**config.mk**
```make
export PLATFORM = sky130hd
export DESIGN_NAME = ggvc_cordic_stage
export DESIGN_NICKNAME = d
export VERILOG_FILES = /design/src/rtl/core/ggvc_pkg.sv /design/src/rtl/core/ggvc_cordic_stage.sv
export SDC_FILE = /design/constraint.sdc
export NUM_CORES = 1
export LEC_CHECK = 0
export BUFFER_PORTS_ARGS = -buffer_cell sky130_fd_sc_hd__buf_2
export CELL_PAD_IN_SITES_DETAIL_PLACEMENT = 1
export CELL_PAD_IN_SITES_GLOBAL_PLACEMENT = 2
export CORE_ASPECT_RATIO = 2
export CORE_MARGIN = 2
export CORE_UTILIZATION = 36
export CTS_BUF_LIST = sky130_fd_sc_hd__clkbuf_16
export DETAILED_ROUTE_END_ITERATION = 10
export PLACE_DENSITY_LB_ADDON = 0.1
export SLEW_MARGIN = 20
export SYNTH_ARGS = -nofsm -noshare
export SYNTH_HDL_FRONTEND = slang
export SYNTH_SLANG_ARGS = --single-unit
```
**constraint.sdc**
```tcl
create_clock -name clk -period 8.96 [get_ports clk]
set_input_delay 0.448 -clock clk [delete_from_list [all_inputs] [get_ports clk]]
set_output_delay 0.448 -clock clk [all_outputs]
set_load 0.05 [all_outputs]
```
**src/rtl/core/ggvc_pkg.sv**
```systemverilog
// ----------------------------------------------------------------------------
// ggvc_pkg
// Shared types, constants and the arctangent table of the go-to-goal
// velocity controller.
// ----------------------------------------------------------------------------
`default_nettype none

package ggvc_pkg;

    // Register indexes of the configuration port.
    localparam logic [1:0] REG_GOAL_X      = 2'd0;
    localparam logic [1:0] REG_GOAL_Y      = 2'd1;
    localparam logic [1:0] REG_GAIN        = 2'd2;
    localparam logic [1:0] REG_SPEED_LIMIT = 2'd3;

    localparam logic [15:0] GOAL_X_RESET      = 16'd4096;
    localparam logic [15:0] GOAL_Y_RESET      = 16'd4096;
    localparam logic [15:0] GAIN_RESET        = 16'd4096;
    localparam logic [15:0] SPEED_LIMIT_RESET = 16'd12288;

    localparam int CORDIC_STAGES_DEFAULT = 16;
    localparam int MAX_STAGES            = 24;
    localparam int GUARD_BITS            = 8;

    // Datapath widths. The vector grows by the CORDIC gain and sqrt(2),
    // the angle by pi plus the sum of the table.
    localparam int XW = 28;
    localparam int ZW = 29;
    localparam int BW = ZW - 11;      // bearing, Q5.13
    localparam int EW = BW + 1;       // bearing error
    localparam int PW = 51;           // magnitude times gain compensation
    localparam int DW = PW - 32;      // distance, Q7.12
    localparam int SW = 16 + DW;      // gain times distance

    localparam logic signed [ZW-1:0] PI_24    = ZW'(52707179);
    localparam logic [23:0]          KCOMP_24 = 24'd10188014;
    localparam logic [DW-1:0]        DIST_THRESH  = DW'(409);
    localparam logic [EW-1:0]        ANGLE_THRESH = EW'(819);

    typedef struct packed {
        logic signed [XW-1:0] x;
        logic signed [XW-1:0] y;
        logic signed [ZW-1:0] z;
        logic signed [15:0]   heading;
    } ggvc_vec_t;

    // atan(2^-i) in units of 2^-24 rad, rounded to nearest.
    function automatic logic signed [ZW-1:0] ggvc_atan(input int unsigned idx);
        logic [23:0] val;
        case (idx)
            0:       val = 24'd13176795;
            1:       val = 24'd7778716;
            2:       val = 24'd4110060;
            3:       val = 24'd2086331;
            4:       val = 24'd1047214;
            5:       val = 24'd524117;
            6:       val = 24'd262123;
            7:       val = 24'd131069;
            8:       val = 24'd65536;
            9:       val = 24'd32768;
            10:      val = 24'd16384;
            11:      val = 24'd8192;
            12:      val = 24'd4096;
            13:      val = 24'd2048;
            14:      val = 24'd1024;
            15:      val = 24'd512;
            16:      val = 24'd256;
            17:      val = 24'd128;
            18:      val = 24'd64;
            19:      val = 24'd32;
            20:      val = 24'd16;
            21:      val = 24'd8;
            22:      val = 24'd4;
            23:      val = 24'd2;
            default: val = 24'd0;
        endcase
        return signed'({{(ZW-24){1'b0}}, val});
    endfunction

endpackage

`default_nettype wire

```
**src/rtl/core/ggvc_cordic_stage.sv**
```systemverilog
// ----------------------------------------------------------------------------
// ggvc_cordic_stage
// One registered vectoring CORDIC micro-rotation with its own valid bit.
// ----------------------------------------------------------------------------
`default_nettype none

module ggvc_cordic_stage
    import ggvc_pkg::*;
#(
    parameter int STAGE_IDX = 0
)
(
    input  wire logic      clk,
    input  wire logic      rst_n,
    input  wire logic      in_valid,
    input  wire ggvc_vec_t in_data,
    output logic           in_ready,
    output logic           out_valid,
    output ggvc_vec_t      out_data,
    input  wire logic      out_ready
);

    localparam logic signed [ZW-1:0] ATAN = ggvc_atan(STAGE_IDX);

    logic      vld_reg;
    ggvc_vec_t data_reg;
    ggvc_vec_t data_next;
    logic signed [XW-1:0] xs;
    logic signed [XW-1:0] ys;

    assign xs = in_data.x >>> STAGE_IDX;
    assign ys = in_data.y >>> STAGE_IDX;

    // A non-negative y rotates clockwise toward the x axis.
    always_comb
    begin
        data_next = in_data;
        if (!in_data.y[XW-1])
        begin
            data_next.x = in_data.x + ys;
            data_next.y = in_data.y - xs;
            data_next.z = in_data.z + ATAN;
        end
        else
        begin
            data_next.x = in_data.x - ys;
            data_next.y = in_data.y + xs;
            data_next.z = in_data.z - ATAN;
        end
    end

    assign in_ready = !vld_reg || out_ready;

    always_ff @(posedge clk or negedge rst_n)
    begin
        if (!rst_n)
        begin
            vld_reg <= 1'b0;
        end
        else if (in_ready)
        begin
            vld_reg <= in_valid;
        end
    end

    always_ff @(posedge clk)
    begin
        if (in_valid && in_ready)
        begin
            data_reg <= data_next;
        end
    end

    assign out_valid = vld_reg;
    assign out_data  = data_reg;

endmodule

`default_nettype wire
```
==> results.yml, run 1 <==
global_routing:
  gr-usage-met2_pct: 45.5
  grt_use_met1_pct: 21.8
  overflow: 0
  grt_pass1_wl_um: 45800
  first_global_vias: 8583
  antenna_found_initial: 0
  use_met3_pct: 2.86
  track_usage_pct: 22.6
  grt_max_degree: 65
  grt.busiest_layer: "met2"
placement:
  place_inst: 1486
  dpl.hpwl_um: 24200
  io_buffer_count: 207
  gp_congestion: 0.874
  dp_worst_setup_slack_ns: 4.76
  post_dp_cell_area_sq_um: 10300
cells_and_area:
  final_cells: 1503
  fin_util_pct: 42.6
  multi_input_area_sq_um: 5450
  seqCellArea_sq_um: 3030
  nets: 1388
  area_growth_pct: 17.2
  fillerInstances: 2993
  drive_above_1_share_pct: 21.9
  antennaDiodeCount: 0
  fin_area_sq_um: 10600
yosys:
  yosysSeqAreaShare_pct: 33.4
  synth_top_family_by_area: "compound AO/OA/AOI/OAI gates"
  yosysTopAreaCell: "edfxtp_1"
  synth_area_sq_um: 9060
  synthMuxAreaShare_pct: 1.23
  yosys.area_share.simple_pct: 11.8
  synth_compound_area_share_pct: 22.5
  ys_ff_latch: 101
  synth-xor-area-share_pct: 7.54
  yosysTopAreaCellShare_pct: 33.1
  yosys_warnings: 0
  ys_types: 77
  async_reset_ff_share_pct: 0.990
  synthAdderAreaFrac_pct: 17.0
  synthFlopType: "edfxtp_1"
  synth_fp_nets: 1207
  synth_edf_count: 100
  ys_top_cells_by_area: "edfxtp_1 33%, ha_1 16%, xnor2_1 6.5%"
  avgSynthCellArea_sq_um: 9.24
  syn_inst: 981
detailed_routing:
  drt_wl_total_um: 29800
  vias: 8000
  drt-vias-per-instance: 5.32
  final_antenna_net_count: 0
  drt-initial-drc-count: 276
  drc: 0
  wl_per_cell_um: 19.8
  drt-pass1-iter-count: 5
worst_hold_path:
  hold_depth: 1
  hold_class: "input port to flop"
  min_from: "in_data[9]"
  min_to: "out_data[9]$_DFFE_PP_"
cts:
  h-tree-depth: 3
  cts-buffers-inserted: 9
  cts_tree: "built"
  clk_pin_slew_ns: 0.08
  clk_latency_ns: 0.38
  clock_path_buffers: 2
  cts-root-buf: "clkbuf_16"
  post_cts_buffers: 0
  clock_sinks: 101
sta:
  rsz0062_at_grt: "no"
  hold_violations: 0
  slew_headroom_pct: 45.5
  min_period_over_period_pct: 41.8
  worst_slew_pin_slew_ns: 0.817
  fin_ws_ns: 5.21
  skew_ns: 0.00525
  holdWs_ns: 0.243
  fin_setup_tns_ns: 0
  fin_crit_ns: 3.75
  setup-violations-final: 0
  maxSlewViolCount: 0
  fmax_mhz: 267
floorplan:
  io_pins: 208
  die_y_um: 228
  die_w_um: 116
  num_rows: 82
  core_area_sq_um: 24900
  design.die.area_sq_um: 26500
  initial_core_util_pct: 36.3
run:
  drv_cap: 0
worst_setup_path:
  crit_family: "compound AO/OA/AOI/OAI gates"
  slowest_stage: "buf_4"
  crit_required_ns: 9.09
  reg2reg_depth: 3
  worstPathCellList: "buf_2, inv_2, buf_4, ha_1, a21o_1, a21oi_1, o21ai_1, or3_1, o21ai_1, o311ai_1, a221oi_1, o21ai_0, xor2_1"
  r2r-start: "out_valid$_DFFE_PN0N_"
  path_common_cell: "o21ai_1"
  worst_ep_arrival_time_ns: 3.88
  worstSetupPathType: "input port to flop"
  cp-start-kind: "input port"
  max_stage_delay_ns: 0.56
  end_kind: "flop"
  timing.rr.end: "out_data[26]$_DFFE_PP_"
  r2r_slack_ns: 6.80
  critPathMaxFanout: 50
  path_buf_inv: 3
pwr:
  total_power_mw: 1.71
  pwr_density_cell_nw_per_um2: 161
  leakage_nw: 4.77
  peakVddDrop_v: 0.0000702
status:
  outcome: "completed"
kinds of logic (layout without fill, tap and decap cells):
group,count (synthesis),after routing
AOI/OAI and AO/OA,310,310
xor gates and xnor gates,78,78
adders and majority gates,121,121
buffers and inverters,142,328
DFF,101,101
muxes,11,11
and+or+nand+nor,218,218
worst max path at each step:
| stage | start | to | slack, ns | cells after the start |
|---|---|---|---|---|
| CTS | in_data[72] | out_data[40]$_DFFE_PP_ | 5.16 | 13 |
| global route | in_data[72] | out_data[40]$_DFFE_PP_ | 4.97 | 13 |
| floorplan | out_valid$_DFFE_PN0N_ | out_data[0]$_DFFE_PP_ | 5.04 | 2 |
| finish | in_data[72] | out_data[40]$_DFFE_PP_ | 5.21 | 13 |
| global placement | in_data[72] | out_data[40]$_DFFE_PP_ | 4.81 | 13 |
| detailed placement | in_data[72] | out_data[40]$_DFFE_PP_ | 4.76 | 13 |
flip-flops by register name, indices dropped and copies added, names as in the netlist:
name,flops
out_valid,1
out_data,100
cell type report:
type | count | area share [%]
inverter | 101 | 3.57
sequential | 101 | 28.5
tap | 336 | 3.96
timing repair buffer | 211 | 10.1
multi-input combinational | 738 | 51.3
clock buffer | 9 | 2.12
clock inverter | 7 | 0.471
synth_stat cells (all sizes together) (5+ instances only):
master / number
ha: 117
a21oi: 102
edfxtp: 100
inv: 99
nor2: 68
o21ai: 68
xnor2: 67
nand2: 46
a21o: 31
nand3: 23
buf: 21
clkbuf: 20
nor3: 14
nor2b: 13
o21bai: 13
o31ai: 13
a31oi: 12
nand2b: 11
xor2: 11
mux2i: 10
a211oi: 8
nor4: 7
o2111ai: 7
o211ai: 7
o311ai: 7
or2: 7
nand3b: 6
and2: 5
nand4: 5
nor3b: 5
o21a: 5
what timing repair did:
| action | in CTS | in global routing |
|---|---|---|
| endpoints found under the setup margin | 0 | 0 |
| endpoints found under the hold margin | 1 | 0 |
| resized for setup | 0 | 0 |
| hold buffers | 1 | 0 |
where the power goes:
| part | internal (mW) | total [mW] | switching [mW] | leakage [nW] |
|---|---|---|---|---|
| Clock | 0.191 | 0.388 | 0.197 | 0.141 |
| Sequential | 0.596 | 0.610 | 0.0141 | 0.963 |
| Combinational | 0.221 | 0.715 | 0.494 | 3.66 |
| Total | 1.01 | 1.71 | 0.704 | 4.77 |
layout by cell type, fill, tap and decap left out, types with 9 or more instances in the layout:
master,count
a21o_1,31
a21oi_1,96
a31oi_1,11
buf_2,207
clkbuf_16,9
edfxtp_1,100
ha_1,117
inv_1,96
mux2i_1,10
nand2_1,46
nand2b_1,11
nand3_1,22
nor2_1,67
nor2b_1,13
nor3_1,14
o21ai_0,53
o21ai_1,15
o21bai_1,13
o31ai_1,13
xnor2_1,67
xor2_1,11
layer usage:
layer | vias to the layer above | share of wire [%] | routed length, um
li1 | 3878 | - | -
met1 | 3876 | 35 | 10500
met2 | 189 | 58 | 17200
met3 | 57 | 3.2 | 945
met4 | 0 | 3.8 | 1130
met5 | - | 0 | 0
Note: power is estimated with default switching activity, not from simulation.
==> run 2, diff against run 1 <==
--- a/config.mk
+++ b/config.mk
@@ -10,7 +10,7 @@
 export CELL_PAD_IN_SITES_GLOBAL_PLACEMENT = 2
 export CORE_ASPECT_RATIO = 2
 export CORE_MARGIN = 2
-export CORE_UTILIZATION = 36
+export CORE_UTILIZATION = 34
 export CTS_BUF_LIST = sky130_fd_sc_hd__clkbuf_16
 export DETAILED_ROUTE_END_ITERATION = 10
 export PLACE_DENSITY_LB_ADDON = 0.1
==> constraint.sdc (replaced) <==
create_clock -name clk -period 3.62 [get_ports clk]
set_input_delay 0.181 -clock clk [delete_from_list [all_inputs] [get_ports clk]]
set_output_delay 0.181 -clock clk [all_outputs]
set_load 0.05 [all_outputs]
==> results.yml, run 2 (same netlist as run 1, synthesis figures left out) <==
status:
  outcome: "completed"
sta:
  fin_setup_tns_ns: 0
  hold_violations: 0
  slew_headroom_pct: 63.5
  worst_slew_pin_slew_ns: 0.548
  min_period_over_period_pct: 79.7
  setup-violations-final: 0
  skew_ns: 0.00728
  maxSlewViolCount: 0
  rsz0062_at_grt: "no"
  fmax_mhz: 347
  fin_crit_ns: 2.88
cells_and_area:
  final_common_cell: "buf_2"
  drive_above_1_share_pct: 22.9
  largest_register_ffs: 100
  area_growth_pct: 21.1
  fin_area_sq_um: 11000
  antennaDiodeCount: 0
  fillerInstances: 3165
  nets: 1422
  seqCellArea_sq_um: 3030
  layout_common_cells: "207 x buf_2, 117 x ha_1, 100 x edfxtp_1"
  multi_input_area_sq_um: 5450
global_routing:
  grt_pass1_wl_um: 47500
  antenna_found_initial: 1
  overflow: 0
  track_usage_pct: 21.8
  grt_max_degree: 66
  first_global_vias: 8851
cts:
  clk_latency_ns: 0.37
  cts-buffers-inserted: 9
  clock_path_buffers: 2
  clk_pin_slew_ns: 0.08
  post_cts_buffers: 0
  cts_tree: "built"
  cts-root-buf: "clkbuf_16"
  cts_hold_buf: 18
  h-tree-depth: 3
  cts_resized: 0
  clock_sinks: 101
worst_setup_path:
  path_common_cell: "o21ai_1"
  end_kind: "flop"
  slowest_stage: "o311ai_0"
  max_stage_delay_ns: 0.47
  cp-start-kind: "input port"
  worst_ep_arrival_time_ns: 3.01
  critPathMaxFanout: 4
  crit_required_ns: 3.75
  worstSetupPathType: "input port to flop"
  worstPathCellList: "buf_2, inv_1, ha_1, nor2b_1, o2111ai_1, a31oi_1, o21ai_1, o311ai_0, buf_4, a311oi_1, o21ai_1, o311ai_1, xnor2_1"
floorplan:
  num_rows: 84
  io_pins: 208
  design.die.area_sq_um: 28100
  die_w_um: 119
  core_area_sq_um: 26300
  initial_core_util_pct: 34.5
  die_y_um: 235
detailed_routing:
  drc: 0
  drt_wl_total_um: 30300
  wl_per_cell_um: 19.6
  drt-vias-per-instance: 5.23
  drt-pass1-iter-count: 4
  drt-initial-drc-count: 288
  final_antenna_net_count: 0
  vias: 8079
run:
  drv_cap: 0
placement:
  post_dp_cell_area_sq_um: 10500
  gp_congestion: 0.868
  io_buffer_count: 207
  dpl.hpwl_um: 24700
pwr:
  leakage_nw: 4.93
  peakVddDrop_v: 0.000218
  pwr_density_cell_nw_per_um2: 396
worst_hold_path:
  hold_class: "input port to flop"
run 2: changes by cell type in the layout (fill, tap and decap cells not counted), sizes merged:
| cell | previous run | this run |
|---|---|---|
| buf | 210 | 227 |
| clkinv | 4 | 5 |
| dlygate4sd3 | 1 | 18 |
| inv | 104 | 103 |
run 2: layout make-up:
class	instances	share of cell area (%)
multi-input cells	738	49.6
well taps	344	3.92
clock inverters	7	0.787
inverters	101	3.45
repair buffers	245	12.6
flip-flops and latches	101	27.6
clock buffers	9	2.05
run 2: per-stage QoR:
step	util [%]	setup slack (ns)	hold slack (ns)	instances	power (mW)
after CTS	41.8	0.681	0.0864	1545	4.42
after floorplan	-	0.152	-0.115	981	2.83
final	41.8	0.736	0.113	1545	4.35
after detailed placement	39.9	0.278	-0.0391	1511	3.34
after global routing	41.8	0.529	0.128	1545	4.58
after global placement	39.9	0.275	-0.0442	1511	3.33
run 2: per-layer routing:
metal / vias up / part of all wire, % / GRT usage [%]
li1: 3951 / - / -
met1: 3893 / 35 / 20.8
met2: 181 / 59 / 44.8
met3: 52 / 2.8 / 2.84
met4: 2 / 3.6 / 8.98
met5: - / 0.043 / 0
run 2: worst paths after layout:
kind	depth (start not counted)	start	endpoint	slack [ns]
worst max-delay path	13	in_data[46]	out_data[100]$_DFFE_PP_	0.74
worst min-delay path	3	out_ready	out_valid$_DFFE_PN0N_	0.11
worst max register to register	3	out_valid$_DFFE_PN0N_	out_data[88]$_DFFE_PP_	1.83
worst min register to register	2	out_valid$_DFFE_PN0N_	out_valid$_DFFE_PN0N_	0.55
max in group asynchronous	2	rst_n	out_valid$_DFFE_PN0N_	3.39
min in group asynchronous	2	rst_n	out_valid$_DFFE_PN0N_	0.14
run 2: worst max-delay path, delay by kind of cell:
kind	cells	cell delay (ns)
buffers and inverters	3	0.47
and+or+nand+nor	1	0.18
xor gates and xnor gates	1	0.14
AOI/OAI and AO/OA	7	1.70
adders and majority gates	1	0.33
run 2: power by group:
group / total, mW / switching, mW / internal [mW]
Clock: 1.03 / 0.531 / 0.498
Combinational: 1.81 / 1.23 / 0.584
Sequential: 1.51 / 0.0327 / 1.47
==> run 3, diff against run 2 <==
--- a/config.mk
+++ b/config.mk
@@ -5,12 +5,13 @@
 export SDC_FILE = /design/constraint.sdc
 export NUM_CORES = 1
 export LEC_CHECK = 0
+export ABC_AREA = 1
 export BUFFER_PORTS_ARGS = -buffer_cell sky130_fd_sc_hd__buf_2
 export CELL_PAD_IN_SITES_DETAIL_PLACEMENT = 1
 export CELL_PAD_IN_SITES_GLOBAL_PLACEMENT = 2
 export CORE_ASPECT_RATIO = 2
 export CORE_MARGIN = 2
-export CORE_UTILIZATION = 34
+export CORE_UTILIZATION = 28
 export CTS_BUF_LIST = sky130_fd_sc_hd__clkbuf_16
 export DETAILED_ROUTE_END_ITERATION = 10
 export PLACE_DENSITY_LB_ADDON = 0.1
==> constraint.sdc (replaced) <==
create_clock -name clk -period 2.5 [get_ports clk]
set_input_delay 0.125 -clock clk [delete_from_list [all_inputs] [get_ports clk]]
set_output_delay 0.125 -clock clk [all_outputs]
set_load 0.05 [all_outputs]
==> results.yml, run 3 <==
worst_setup_path:
  crit_required_ns: 2.64
  end_kind: "flop"
  critPathMaxFanout: 13
  worstSetupPathType: "input port to flop"
  slowest_stage: "nor3_1"
  crit_family: "simple AND/OR/NAND/NOR gates"
  max_stage_delay_ns: 0.43
  cp-start-kind: "input port"
  worstPathCellList: "buf_2, inv_2, ha_1, buf_4, nand2_1, nor2_1, inv_1, nor3_1, nand3_1, nand3_1, xor2_1"
  r2r_slack_ns: 0.88
  worst_ep_arrival_time_ns: 2.39
  path_buf_inv: 4
  path_common_cell: "nand3_1"
placement:
  post_dp_cell_area_sq_um: 13700
  dpl.hpwl_um: 45600
  io_buffer_count: 207
  gp_congestion: 0.981
yosys:
  yosys_warnings: 0
  synthFlopType: "edfxtp_1"
  synthTopCellsByCount: "577 x nand2_1, 309 x inv_1, 152 x nand3_1, 123 x nor2_1, 117 x ha_1"
  yosysTopAreaCellShare_pct: 26.4
  avgSynthCellArea_sq_um: 6.54
  ys_top_cells_by_area: "edfxtp_1 26%, nand2_1 19%, ha_1 13%"
  synth.most_common_cell: "nand2_1"
  ys_ff_latch: 101
  synth_edf_count: 100
  yosysTopAreaCell: "edfxtp_1"
  synth_area_sq_um: 11400
  ys_types: 39
  async_reset_ff_share_pct: 0.990
  yosysSeqAreaShare_pct: 26.6
  synth_fp_nets: 1967
  syn_inst: 1741
cts:
  clock_sinks: 101
  post_cts_buffers: 0
  clk_pin_slew_ns: 0.08
  cts_tree: "built"
  clk_latency_ns: 0.40
  cts-root-buf: "clkbuf_16"
  h-tree-depth: 3
  cts-buffers-inserted: 9
  clock_path_buffers: 2
detailed_routing:
  drt-initial-drc-count: 365
  vias: 12225
  drt-pass1-iter-count: 4
  drc: 0
  drt_wl_total_um: 52000
  wl_per_cell_um: 20.2
  final_antenna_net_count: 0
  drt-vias-per-instance: 4.74
floorplan:
  die_y_um: 289
  core_area_sq_um: 40200
  die_w_um: 147
  io_pins: 208
  num_rows: 104
  design.die.area_sq_um: 42400
  initial_core_util_pct: 28.3
pwr:
  intPower_mw: 3.89
  leakage_nw: 7.60
  sw_frac_of_total_pct: 45.1
  combPwrFrac_pct: 47.0
  pwr_density_cell_nw_per_um2: 501
  switchingPower_mw: 3.20
  pwr-share-seq_pct: 30.2
  peakVddDrop_v: 0.000376
  pwr-share-clk_pct: 22.8
  total_power_mw: 7.10
sta:
  slew_headroom_pct: 59.1
  rsz0062_at_grt: "no"
  fin_setup_tns_ns: 0
  hold_violations: 0
  maxSlewViolCount: 0
  skew_ns: 0.0120
  worst_slew_pin_slew_ns: 0.607
  fmax_mhz: 444
  fin_crit_ns: 2.25
  min_period_over_period_pct: 90.1
  setup-violations-final: 0
cells_and_area:
  area_growth_pct: 24.4
  largest_register_ffs: 100
  nets: 2267
  layout_common_cells: "577 x nand2_1, 308 x inv_1, 207 x buf_2"
  drive_above_1_share_pct: 17.9
  final_common_cell: "nand2_1"
  fin_area_sq_um: 14200
global_routing:
  track_usage_pct: 24.6
  antenna_found_initial: 1
  overflow: 0
  grt_pass1_wl_um: 77000
  grt_max_degree: 44
  first_global_vias: 13429
worst_hold_path:
  hold_class: "input port to async pin"
run:
  drv_cap: 0
status:
  outcome: "completed"
run 3: cell types whose count changed after synthesis, sizes merged, moves of 12 or more:
cell	change
nor2	+72
xnor2	-63
inv	+215
nand4	+30
o31ai	-13
buf	+12
xor2	+27
nand3	+132
nor2b	-13
a21o	-28
clkbuf	-16
nand2	+539
run 3: power by group through the flow:
stage / Sequential (mW) / Clock, mW / Combinational [mW]
after floorplan: 2.73 / 0 / 1.56
after detailed placement: 2.18 / 0 / 3.35
after global placement: 2.18 / 0 / 3.31
after CTS: 2.15 / 1.69 / 3.38
after global routing: 2.16 / 1.72 / 3.64
final: 2.14 / 1.62 / 3.33
run 3: final timing paths:
path                       depth (start not counted)                     end                  start
max                                               11  out_data[38]$_DFFE_PP_            in_data[72]
max in group asynchronous                          2   out_valid$_DFFE_PN0N_                  rst_n
min                                                2   out_valid$_DFFE_PN0N_                  rst_n
min in group clk                                   4   out_valid$_DFFE_PN0N_              out_ready
max reg2reg                                        2  out_data[63]$_DFFE_PP_  out_valid$_DFFE_PN0N_
min reg2reg                                        2   out_valid$_DFFE_PN0N_  out_valid$_DFFE_PN0N_
run 3: final cells by class:
class | count | area (sq um)
flip-flops and latches | 101 | 3030
diodes | 1 | 2.50
repair buffers | 326 | 2020
clock inverters | 7 | 92.6
inverters | 314 | 1180
fillers | 5211 | 26000
well taps | 530 | 663
multi-input cells | 1289 | 6950
clock buffers | 9 | 225
run 3: timing repair:
action	in CTS	in global routing
resized for setup	0	0
setup endpoints to repair	0	0
endpoints found under the hold margin	18	0
hold buffers	18	0
run 3: per-stage QoR:
step                utilization (%)  hold WS [ns]  cells  setup WS [ns]
floorplan                         -        -0.171   1741         -0.185
global placement               34.0       -0.0991   2542         -0.111
detailed placement             34.0       -0.0959   2542         -0.202
CTS                            35.2        0.0136   2576          0.218
global route                   35.2        0.0432   2577          0.125
finish                         35.2        0.0380   2577          0.247
run 3: layer usage:
layer  vias to the layer above  track usage (%)  wire length, um
met5                         -                0                0
met4                         0             15.1             3370
met3                        83             2.27             1040
met2                       240             53.0            31000
met1                      5784             20.7            16600
li1                       6118                -                -
run 3: worst reg2reg max path, stage by stage (launching register included):
cell,delay (ns)
dfrtp_2,0.44
a21oi_4,0.50
buf_12,0.33
run 3: cell families (layout without fill, tap and decap cells):
| kind of cell | count (synthesis) | after routing | share of synthesized area [%] |
|---|---|---|---|
| AOI/OAI and AO/OA | 195 | 195 | 9.40 |
| xor gates and xnor gates | 42 | 42 | 3.23 |
| adders and majority gates | 121 | 121 | 13.6 |
| buffers and inverters | 351 | 656 | 12.5 |
| DFF | 101 | 101 | 26.6 |
| muxes | 1 | 1 | 0.0879 |
| other | 0 | 1 | 0 |
| and+or+nand+nor | 930 | 930 | 34.6 |
